==> src/pidad_pkg.sv <==
// Shared types, constants and arithmetic helpers for the averaged-derivative PID core.
package pidad_pkg;

    // Field widths
    localparam int MEAS_W = 32;
    localparam int GAIN_W = 32;
    localparam int OUT_W  = 48;
    localparam int DIFF_W = MEAS_W + 1;
    localparam int WIDE_W = 64;
    localparam int TERM_W = 63;

    // Derivative history
    localparam int HIST_DEPTH = 3;
    localparam int SUM_W      = DIFF_W + $clog2(HIST_DEPTH);
    localparam int ABS_W      = SUM_W - 1;
    localparam int HALF_W     = 17;
    localparam int AVG_W      = 49;
    localparam int MAG_W      = 62;

    // Division by three through reciprocal multiplication on narrow slices.
    // 43691 = (2^17 + 1) / 3 and 174763 = (2^19 + 1) / 3 are exact for their input ranges.
    localparam logic [15:0] DIV3_HI_MUL    = 16'd43691;
    localparam logic [17:0] DIV3_LO_MUL    = 18'd174763;
    localparam logic [15:0] THIRD_Q16      = 16'd21845;
    localparam logic [15:0] TWO_THIRDS_Q16 = 16'd43690;

    // Saturation bound for each gain term, 2^61
    localparam logic signed [WIDE_W-1:0] TERM_LIMIT = 64'sh2000_0000_0000_0000;
    localparam logic signed [WIDE_W-1:0] TERM_FLOOR = -TERM_LIMIT;
    localparam logic [MAG_W-1:0]         MAG_LIMIT  = 62'h2000_0000_0000_0000;

    // Configuration register indexes
    typedef enum logic [2:0] {
        REG_TARGET     = 3'd0,
        REG_PROP_GAIN  = 3'd1,
        REG_INT_GAIN   = 3'd2,
        REG_DERIV_GAIN = 3'd3,
        REG_OUT_LOW    = 3'd4,
        REG_OUT_HIGH   = 3'd5,
        REG_DERIV_EN   = 3'd6
    } cfg_reg_t;

    // Pipeline control handed to the derivative path
    typedef struct packed {
        logic take;
        logic clear;
        logic den;
        logic en2;
        logic en3;
        logic en4;
        logic en5;
        logic en6;
    } dctl_t;

    // Limit a gain term to plus or minus 2^61.
    function automatic logic signed [TERM_W-1:0] sat_term(input logic signed [WIDE_W-1:0] x);
        logic signed [TERM_W-1:0] r;
        if (x > TERM_LIMIT)
        begin
            r = TERM_W'(TERM_LIMIT);
        end
        else if (x < TERM_FLOOR)
        begin
            r = TERM_W'(TERM_FLOOR);
        end
        else
        begin
            r = TERM_W'(x);
        end
        return r;
    endfunction

    // Clamp to the output limits; if they cross, x below lo gives lo, else hi.
    function automatic logic signed [OUT_W-1:0] clamp_out(
        input logic signed [WIDE_W-1:0] x,
        input logic signed [OUT_W-1:0]  lo,
        input logic signed [OUT_W-1:0]  hi
    );
        logic signed [OUT_W-1:0] r;
        if (x < WIDE_W'(lo))
        begin
            r = lo;
        end
        else if (x > WIDE_W'(hi))
        begin
            r = hi;
        end
        else
        begin
            r = OUT_W'(x);
        end
        return r;
    endfunction

endpackage

==> src/pidad_deriv.sv <==
// Measurement-delta history, averaging and derivative gain product.
module pidad_deriv (
    input  logic                                    clk,
    input  logic                                    rst_n,
    input  pidad_pkg::dctl_t                        ctl,
    input  logic signed [pidad_pkg::MEAS_W-1:0]     meas,
    input  logic signed [pidad_pkg::GAIN_W-1:0]     kd,
    output logic signed [pidad_pkg::TERM_W-1:0]     d_term
);

    // State: last measurement and the delta history
    logic signed [pidad_pkg::MEAS_W-1:0] prev_reg;
    logic signed [pidad_pkg::DIFF_W-1:0] hist_reg [pidad_pkg::HIST_DEPTH];

    // Pipeline registers
    logic signed [pidad_pkg::SUM_W-1:0]  sum2_reg;
    logic                                den2_reg;
    logic [15:0]                         qh3_reg;
    logic [pidad_pkg::HALF_W+1:0]        y3_reg;
    logic                                sneg3_reg;
    logic                                den3_reg;
    logic [pidad_pkg::AVG_W-1:0]         avg4_reg;
    logic                                sneg4_reg;
    logic                                den4_reg;
    logic [63:0]                         pplo5_reg;
    logic [48:0]                         pphi5_reg;
    logic                                neg5_reg;
    logic                                den5_reg;
    logic signed [pidad_pkg::TERM_W-1:0] d6_reg;

    // Combinational values
    logic signed [pidad_pkg::DIFF_W-1:0] delta;
    logic signed [pidad_pkg::DIFF_W-1:0] hist_shift [pidad_pkg::HIST_DEPTH];
    logic signed [pidad_pkg::SUM_W-1:0]  sum_next;
    logic signed [pidad_pkg::SUM_W-1:0]  neg_sum;
    logic [pidad_pkg::ABS_W-1:0]         abs_sum;
    logic [pidad_pkg::HALF_W-1:0]        abs_hi;
    logic [32:0]                         hi_prod;
    logic [15:0]                         qh_next;
    logic [pidad_pkg::HALF_W-1:0]        rh_full;
    logic [pidad_pkg::HALF_W+1:0]        y_next;
    logic [36:0]                         y_prod;
    logic [pidad_pkg::HALF_W-1:0]        qy;
    logic [pidad_pkg::HALF_W+1:0]        r_full;
    logic [32:0]                         q_whole;
    logic [15:0]                         frac;
    logic [pidad_pkg::AVG_W-1:0]         avg_next;
    logic [pidad_pkg::GAIN_W-1:0]        kd_mag;
    logic [63:0]                         pplo_next;
    logic [48:0]                         pphi_next;
    logic [65:0]                         full;
    logic [pidad_pkg::MAG_W-1:0]         mag;
    logic signed [pidad_pkg::TERM_W-1:0] d_next;

    // New delta and the shifted history it produces
    always_comb
    begin
        delta = pidad_pkg::DIFF_W'(meas) - pidad_pkg::DIFF_W'(prev_reg);
        for (int i = 0; i < pidad_pkg::HIST_DEPTH - 1; i++)
        begin
            hist_shift[i] = hist_reg[i + 1];
        end
        hist_shift[pidad_pkg::HIST_DEPTH - 1] = delta;
        sum_next = '0;
        for (int i = 0; i < pidad_pkg::HIST_DEPTH; i++)
        begin
            sum_next = sum_next + pidad_pkg::SUM_W'(hist_shift[i]);
        end
    end

    // History state moves with each item leaving the input register
    always_ff @(posedge clk or negedge rst_n)
    begin
        if (!rst_n)
        begin
            prev_reg <= '0;
            for (int i = 0; i < pidad_pkg::HIST_DEPTH; i++)
            begin
                hist_reg[i] <= '0;
            end
        end
        else if (ctl.take)
        begin
            prev_reg <= meas;
            if (ctl.clear)
            begin
                for (int i = 0; i < pidad_pkg::HIST_DEPTH; i++)
                begin
                    hist_reg[i] <= '0;
                end
            end
            else if (ctl.den)
            begin
                for (int i = 0; i < pidad_pkg::HIST_DEPTH; i++)
                begin
                    hist_reg[i] <= hist_shift[i];
                end
            end
        end
    end

    // Magnitude of the sum, divided by three in two slices
    always_comb
    begin
        neg_sum = -sum2_reg;
        abs_sum = sum2_reg[pidad_pkg::SUM_W-1] ? neg_sum[pidad_pkg::ABS_W-1:0]
                                               : sum2_reg[pidad_pkg::ABS_W-1:0];
        abs_hi  = abs_sum[pidad_pkg::ABS_W-1:pidad_pkg::HALF_W];
        hi_prod = 33'(abs_hi) * 33'(pidad_pkg::DIV3_HI_MUL);
        qh_next = hi_prod[32:17];
        rh_full = abs_hi - pidad_pkg::HALF_W'(qh_next * 17'(pidad_pkg::HIST_DEPTH));
        y_next  = {rh_full[1:0], abs_sum[pidad_pkg::HALF_W-1:0]};
    end

    // Low slice quotient, remainder as thirds in Q.16
    always_comb
    begin
        y_prod  = 37'(y3_reg) * 37'(pidad_pkg::DIV3_LO_MUL);
        qy      = y_prod[35:19];
        r_full  = y3_reg - (19'(qy) * 19'(pidad_pkg::HIST_DEPTH));
        q_whole = {qh3_reg, {pidad_pkg::HALF_W{1'b0}}} + 33'(qy);
        case (r_full[1:0])
            2'd1:    frac = pidad_pkg::THIRD_Q16;
            2'd2:    frac = pidad_pkg::TWO_THIRDS_Q16;
            default: frac = '0;
        endcase
        avg_next = {q_whole, frac};
    end

    // Partial products of the gain magnitude and the average
    always_comb
    begin
        kd_mag    = kd[pidad_pkg::GAIN_W-1] ? pidad_pkg::GAIN_W'(-kd) : pidad_pkg::GAIN_W'(kd);
        pplo_next = 64'(kd_mag) * 64'(avg4_reg[31:0]);
        pphi_next = 49'(kd_mag) * 49'(avg4_reg[pidad_pkg::AVG_W-1:32]);
    end

    // Recombine, drop the Q.16 fraction, saturate and apply the sign
    always_comb
    begin
        full = 66'({pphi5_reg, 16'h0000}) + 66'(pplo5_reg[63:16]);
        mag  = (full > 66'(pidad_pkg::MAG_LIMIT)) ? pidad_pkg::MAG_LIMIT
                                                  : full[pidad_pkg::MAG_W-1:0];
        if (!den5_reg)
        begin
            d_next = '0;
        end
        else if (neg5_reg)
        begin
            d_next = -$signed({1'b0, mag});
        end
        else
        begin
            d_next = $signed({1'b0, mag});
        end
    end

    // Payload pipeline
    always_ff @(posedge clk)
    begin
        if (ctl.en2)
        begin
            sum2_reg <= sum_next;
            den2_reg <= ctl.den & ~ctl.clear;
        end
        if (ctl.en3)
        begin
            qh3_reg   <= qh_next;
            y3_reg    <= y_next;
            sneg3_reg <= sum2_reg[pidad_pkg::SUM_W-1];
            den3_reg  <= den2_reg;
        end
        if (ctl.en4)
        begin
            avg4_reg  <= avg_next;
            sneg4_reg <= sneg3_reg;
            den4_reg  <= den3_reg;
        end
        if (ctl.en5)
        begin
            pplo5_reg <= pplo_next;
            pphi5_reg <= pphi_next;
            neg5_reg  <= kd[pidad_pkg::GAIN_W-1] ^ sneg4_reg;
            den5_reg  <= den4_reg;
        end
        if (ctl.en6)
        begin
            d6_reg <= d_next;
        end
    end

    assign d_term = d6_reg;

endmodule

==> config.mk <==
export PLATFORM = sky130hd
export DESIGN_NAME = pidad_deriv
export DESIGN_NICKNAME = d
export VERILOG_FILES = /design/src/pidad_pkg.sv /design/src/pidad_deriv.sv
export SDC_FILE = /design/constraint.sdc
export NUM_CORES = 2
export LEC_CHECK = 0
export BUFFER_PORTS_ARGS = -buffer_cell sky130_fd_sc_hd__buf_4
export CORE_MARGIN = 3
export CORE_UTILIZATION = 51
export CTS_CLUSTER_DIAMETER = 50
export DETAILED_ROUTE_END_ITERATION = 6
export GPL_ROUTABILITY_DRIVEN = 0
export MAX_ROUTING_LAYER = met4
export PLACE_DENSITY = 0.72
export SETUP_SLACK_MARGIN = 0.15
export SLEW_MARGIN = 40
export SYNTH_ARGS = -nofsm -noshare
export SYNTH_HDL_FRONTEND = slang
export SYNTH_SLANG_ARGS = --single-unit
==> constraint.sdc <==
create_clock -name clk -period 9.26 [get_ports clk]
set_input_delay 1.852 -clock clk [delete_from_list [all_inputs] [get_ports clk]]
set_output_delay 1.852 -clock clk [all_outputs]
set_load 0.03 [all_outputs]
### Word-level counts from Yosys, hierarchy flattened

Cells that the tools add are included.

* input bits: 74
* logic and storage cells: 50
* output and inout bits: 63
* bits in registers: 400

* multiply operators: 6
* bitwise operators: 3
* $lt $le $gt $ge: 1
* add/subtract/negate cells: 10
* eq/ne operators: 2
* multiplexer cells: 7
* reduce and logical (&&, ||, !) cells: 3

Operator list (number)
* $mux W66: 2
* $mux W62: 2
* $add A65 B48 Y66: 1
* $gt A66 B62 Y1 const B: 1
* $mul A32 B32 Y64: 1
* $neg A62 Y63: 1
* $mul A32 B17 Y49: 1
* $mul A19 B18 Y36 const B: 1
* $add A34 B33 Y35: 1
* $add A33 B33 Y34: 1
* $mux W34: 1
* $neg A34 Y34: 1
* $add A33 B17 Y33: 1
* $mul A17 B16 Y33 const B: 1
* $sub A32 B32 Y33: 1
* $mux W32: 1
* $neg A32 Y32: 1
* $pmux W16 S2: 1
* $mul A17 B2 Y2 const B: 1
* $mul A16 B2 Y2 const B: 1
* $reduce_and A2 Y1: 2
* $sub A2 B2 Y2: 2
* $eq A2 B1 Y1 const B: 1
* $eq A2 B2 Y1 const B: 1
* 4 further kinds: 4

### Logic depth before layout (Yosys ltp)

* depth after elaboration: 5
* depth in mapped cells: 40
* gate-level depth less buffers: 39

### Least setup slack after synthesis

No wires, ideal clock.

* path kind: in2reg
* start point: input port kd[8] (netlist bit)
* end point: register pplo5_reg[63], data pin
* data required time: 9.000 ns
* stages on the path: 33
* buffers on the path: 1
* slack: -1.779 ns
* arrival: 10.779 ns
* path through: or4_1 -> nor4_1 -> inv_1 -> or4_1 -> nand2b_1 -> nand2b_1 -> nor4b_1 -> clkbuf_1 -> and2_1 -> fa_1 -> fa_1 -> inv_1 -> fa_1 -> fa_1 -> inv_1 -> fa_1 -> fa_1 -> fa_1 -> ha_1 -> ha_1 -> a21o_1 -> a21o_1 -> a21o_1 -> a21o_1 -> a21o_1 -> a21o_1 -> a21oi_1 -> a211o_1 -> a21oi_1 -> nor3_1 -> a21oi_1 -> a21oi_1 -> xnor2_1

* longest elaborated chain between the ends: 3

RTL lines
* start, declared: line pidad_deriv.sv:7 `input logic signed [pidad_pkg::GAIN_W-1:0] kd,`
* $neg A32 Y32: line pidad_deriv.sv:133 `kd_mag = kd[pidad_pkg::GAIN_W-1] ? pidad_pkg::GAIN_W'(-kd) : pidad_pkg::GAIN_W'(kd);`
* $mux W32 *: line pidad_deriv.sv:133
* $mul A32 B32 Y64 *: line pidad_deriv.sv:134 `pplo_next = 64'(kd_mag) * 64'(avg4_reg[31:0]);`
* net pplo_next[63]: line pidad_deriv.sv:49 `logic [63:0] pplo_next;`
* end signal, assigned: line pidad_deriv.sv:181 `pplo5_reg <= pplo_next;`
* end, declared: line pidad_deriv.sv:25 `logic [63:0] pplo5_reg;`

Mark *: on every way through the listed nets, which the timed path passes. The rest lies on a longest branch.
A chain may end at the register's enable or synchronous reset.

### Final worst setup path

* start point: input port kd[8] (netlist bit)
* end point: register pplo5_reg[60], data pin

The elaborated chain is that of the path after synthesis.

==> reports/metrics.cfg <==
[critical_path]
r2r_start=sum2_reg[13]
cpPeakStageDelay_ps=600
reg2reg_slack_ps=580
crit_top_cell=fa_1
worstPathMaxFanout=16
arrival_ps=11100
startpoint_type=input pin
slowest_stage=or4_4
r2r-end=qh3_reg[15]
setup.worst_path.end_class=flip-flop
crit_buf_inv=13
crit_required_ps=9650
path_class=in -> reg
r2r_cells=29
cp_top_family=adder cells

[yosys]
synth_area_sq_mm=0.0775
synth_commonest_cells=1992 x inv_1, 1466 x fa_1, 944 x nand2_1, 823 x ha_1, 455 x and2_1
synth.distinct_cells=102
synth_top_area_share_pct=37.9
synth_edf_count=272
yosys.area_share.simple_pct=12.7
synth_compound_area_share_pct=7.08
synth-seq-cells=370
yosys.area_share.adder_pct=51.2
synthArstFlopShare_pct=26.5
synthXorXnorAreaFrac_pct=4.10
synth_largest_area_cell=fa_1
ys_warn_count=0
seq_area_frac_synth_pct=13.7
ys_top_cells_by_area=fa_1 38%, ha_1 13%, edfxtp_1 11%
synth_top_family_by_area=adder cells
muxShareOfSynthArea_pct=0.149
synth_flop_cell=edfxtp_1
yosysMostFrequentCell=inv_1
postSynthAreaPerCell_sq_um=9.45
syn_inst=8198
syn_nets=10600

[route]
route.top_layer_used=met4
wl_met2_um=99300
first_pass_iters=7
drtAntennaViolNets=0
drt-met1-wl_um=81800
drtIter0Drc=4054
drc=0
routedWlPerCell_um=19.1
wl_um=208000
vias=58900
dr_wl_met3_um=18100
via_per_inst=5.41

[worst_hold_path]
holdPathStages=0
min_to=avg4_reg[38]
min_from=qh3_reg[5]
worstHoldPathType=reg -> reg

[layout]
fillers=12300
area_growth_pct=15.6
multi_input_area_sq_mm=0.0603
layout-drive-gt1-share_pct=14.7
largest_reg_flops=66
nets=11200
register_area_sq_mm=0.0106

[timing]
fin_crit_ps=10710
slew_headroom_pct=43.2
whs_ps=411
min_period_over_period_pct=116
fin_skew_ps=31.7
hold_violations=0
tightest_slew_ps=853
setup_viol=54
max_freq_mhz=93.3
setup_slack_ps=-1450
maxSlewViolCount=0
rsz0062_at_grt=yes

[placed_design]
io_buffer_count=136
hpwl_um=172000

[grt]
antenna_found_initial=7
grt_usage_pct=27.7
grt_max_degree=73
grt_pass1_wl_um=336000
grt.overflow.total=0
grt_pass1_vias=64100

[die]
core_sq_mm=0.150
die_w_um=396
boundaryPins=137
die_h_um=396
initial_utilization_pct=51.6
num_rows=142
dieArea_sq_mm=0.157

[flow_run]
drv_cap=0

[clocking]
tritoncts=yes
clkTransAtPathRegs_ps=60
clk_root_buffer_cell=clkbuf_16
cts_hold_buffers=0
clk_latency_ps=640
cts_num_sinks=370
cts_inserted_buffers=50
htree_levels=2
clk_path_buf_depth=3

[run_status]
status=finished, violations left
violations=negative setup slack

-- cell usage in the layout, fill, tap and decap left out, drive strengths merged, types with 12 or more instances in the layout --
cell and count:
buf 852, o21a 43, o31a 12, a211oi 18
fa 1466, inv 2003, dfrtp 98, nand2b 40
xor2 100, nand3 51, or2 28, a31oi 34
nor3 92, clkbuf 63, nor4 18, edfxtp 272
nor2b 35, nor2 218, o31ai 38, o211ai 21
nand4 38, ha 823, a21o 106, or3 27
or4 18, a21oi 195, o21ai 244, xnor2 262
and2 455, clkinv 14, o41ai 16, o21bai 38
and3 38, nand2 945
-- layer usage --
layer | GRT usage, % | vias to the layer above
met2 | 45.5 | 2376
li1 | - | 26400
met5 | - | -
met1 | 34.6 | 29500
met4 | 9.65 | 0
met3 | 5.27 | 551
-- through the flow --
step	setup TNS, ps	instance area (sq um)	util (%)	setup WS, ps	cells
6_report	-44230	89600	59.6	-1450	10900
5_1_grt	-59210	89600	59.6	-1720	10900
4_1_cts	-36350	88800	59.1	-1290	10900
3_5_place_dp	-116950	85500	56.9	-2310	10700
3_3_place_gp	-107460	85500	56.9	-2160	10700
2_1_floorplan	-40500	77900	-	-1570	8198
-- worst max-delay path by stage --
stage,cells past startpoint,from,endpoint
6_report,35,kd[8],pplo5_reg[60]
5_1_grt,37,kd[8],pplo5_reg[61]
4_1_cts,39,kd[8],pplo5_reg[61]
3_5_place_dp,38,kd[11],pplo5_reg[63]
3_3_place_gp,37,kd[11],pplo5_reg[63]
2_1_floorplan,36,kd[11],pplo5_reg[38]
-- cell families after synthesis --
family	count (synthesis)
AO/OA/AOI/OAI	847
XOR/XNOR	362
AND/OR/NAND/NOR	2037
adder cells (fa/ha/maj)	2293
flip-flops	370
buffers and inverters	2278
multiplexers	11
-- final cells by class --
class	count	area share, %
Tap cell	2016	2.82
Clock buffer	61	1.48
Timing Repair Buffer	854	7.61
Multi-Input combinational cell	5550	67.3
Antenna cell	6	0.0168
Sequential cell	370	11.9
Inverter	1994	8.36
Clock inverter	33	0.587
-- timing repair --
| action | in CTS | in global routing |
|---|---|---|
| hold endpoints to repair | 0 | 0 |
| gates resized for setup | 238 | 105 |
| buffers inserted | 36 | 17 |
| pin swaps | 163 | 66 |
| endpoints found under the setup margin | 74 | 76 |
| cloned | 0 | 2 |
Power is not shown: default switching activity piles up to over one toggle a cycle in this logic, so the estimate is an artifact.
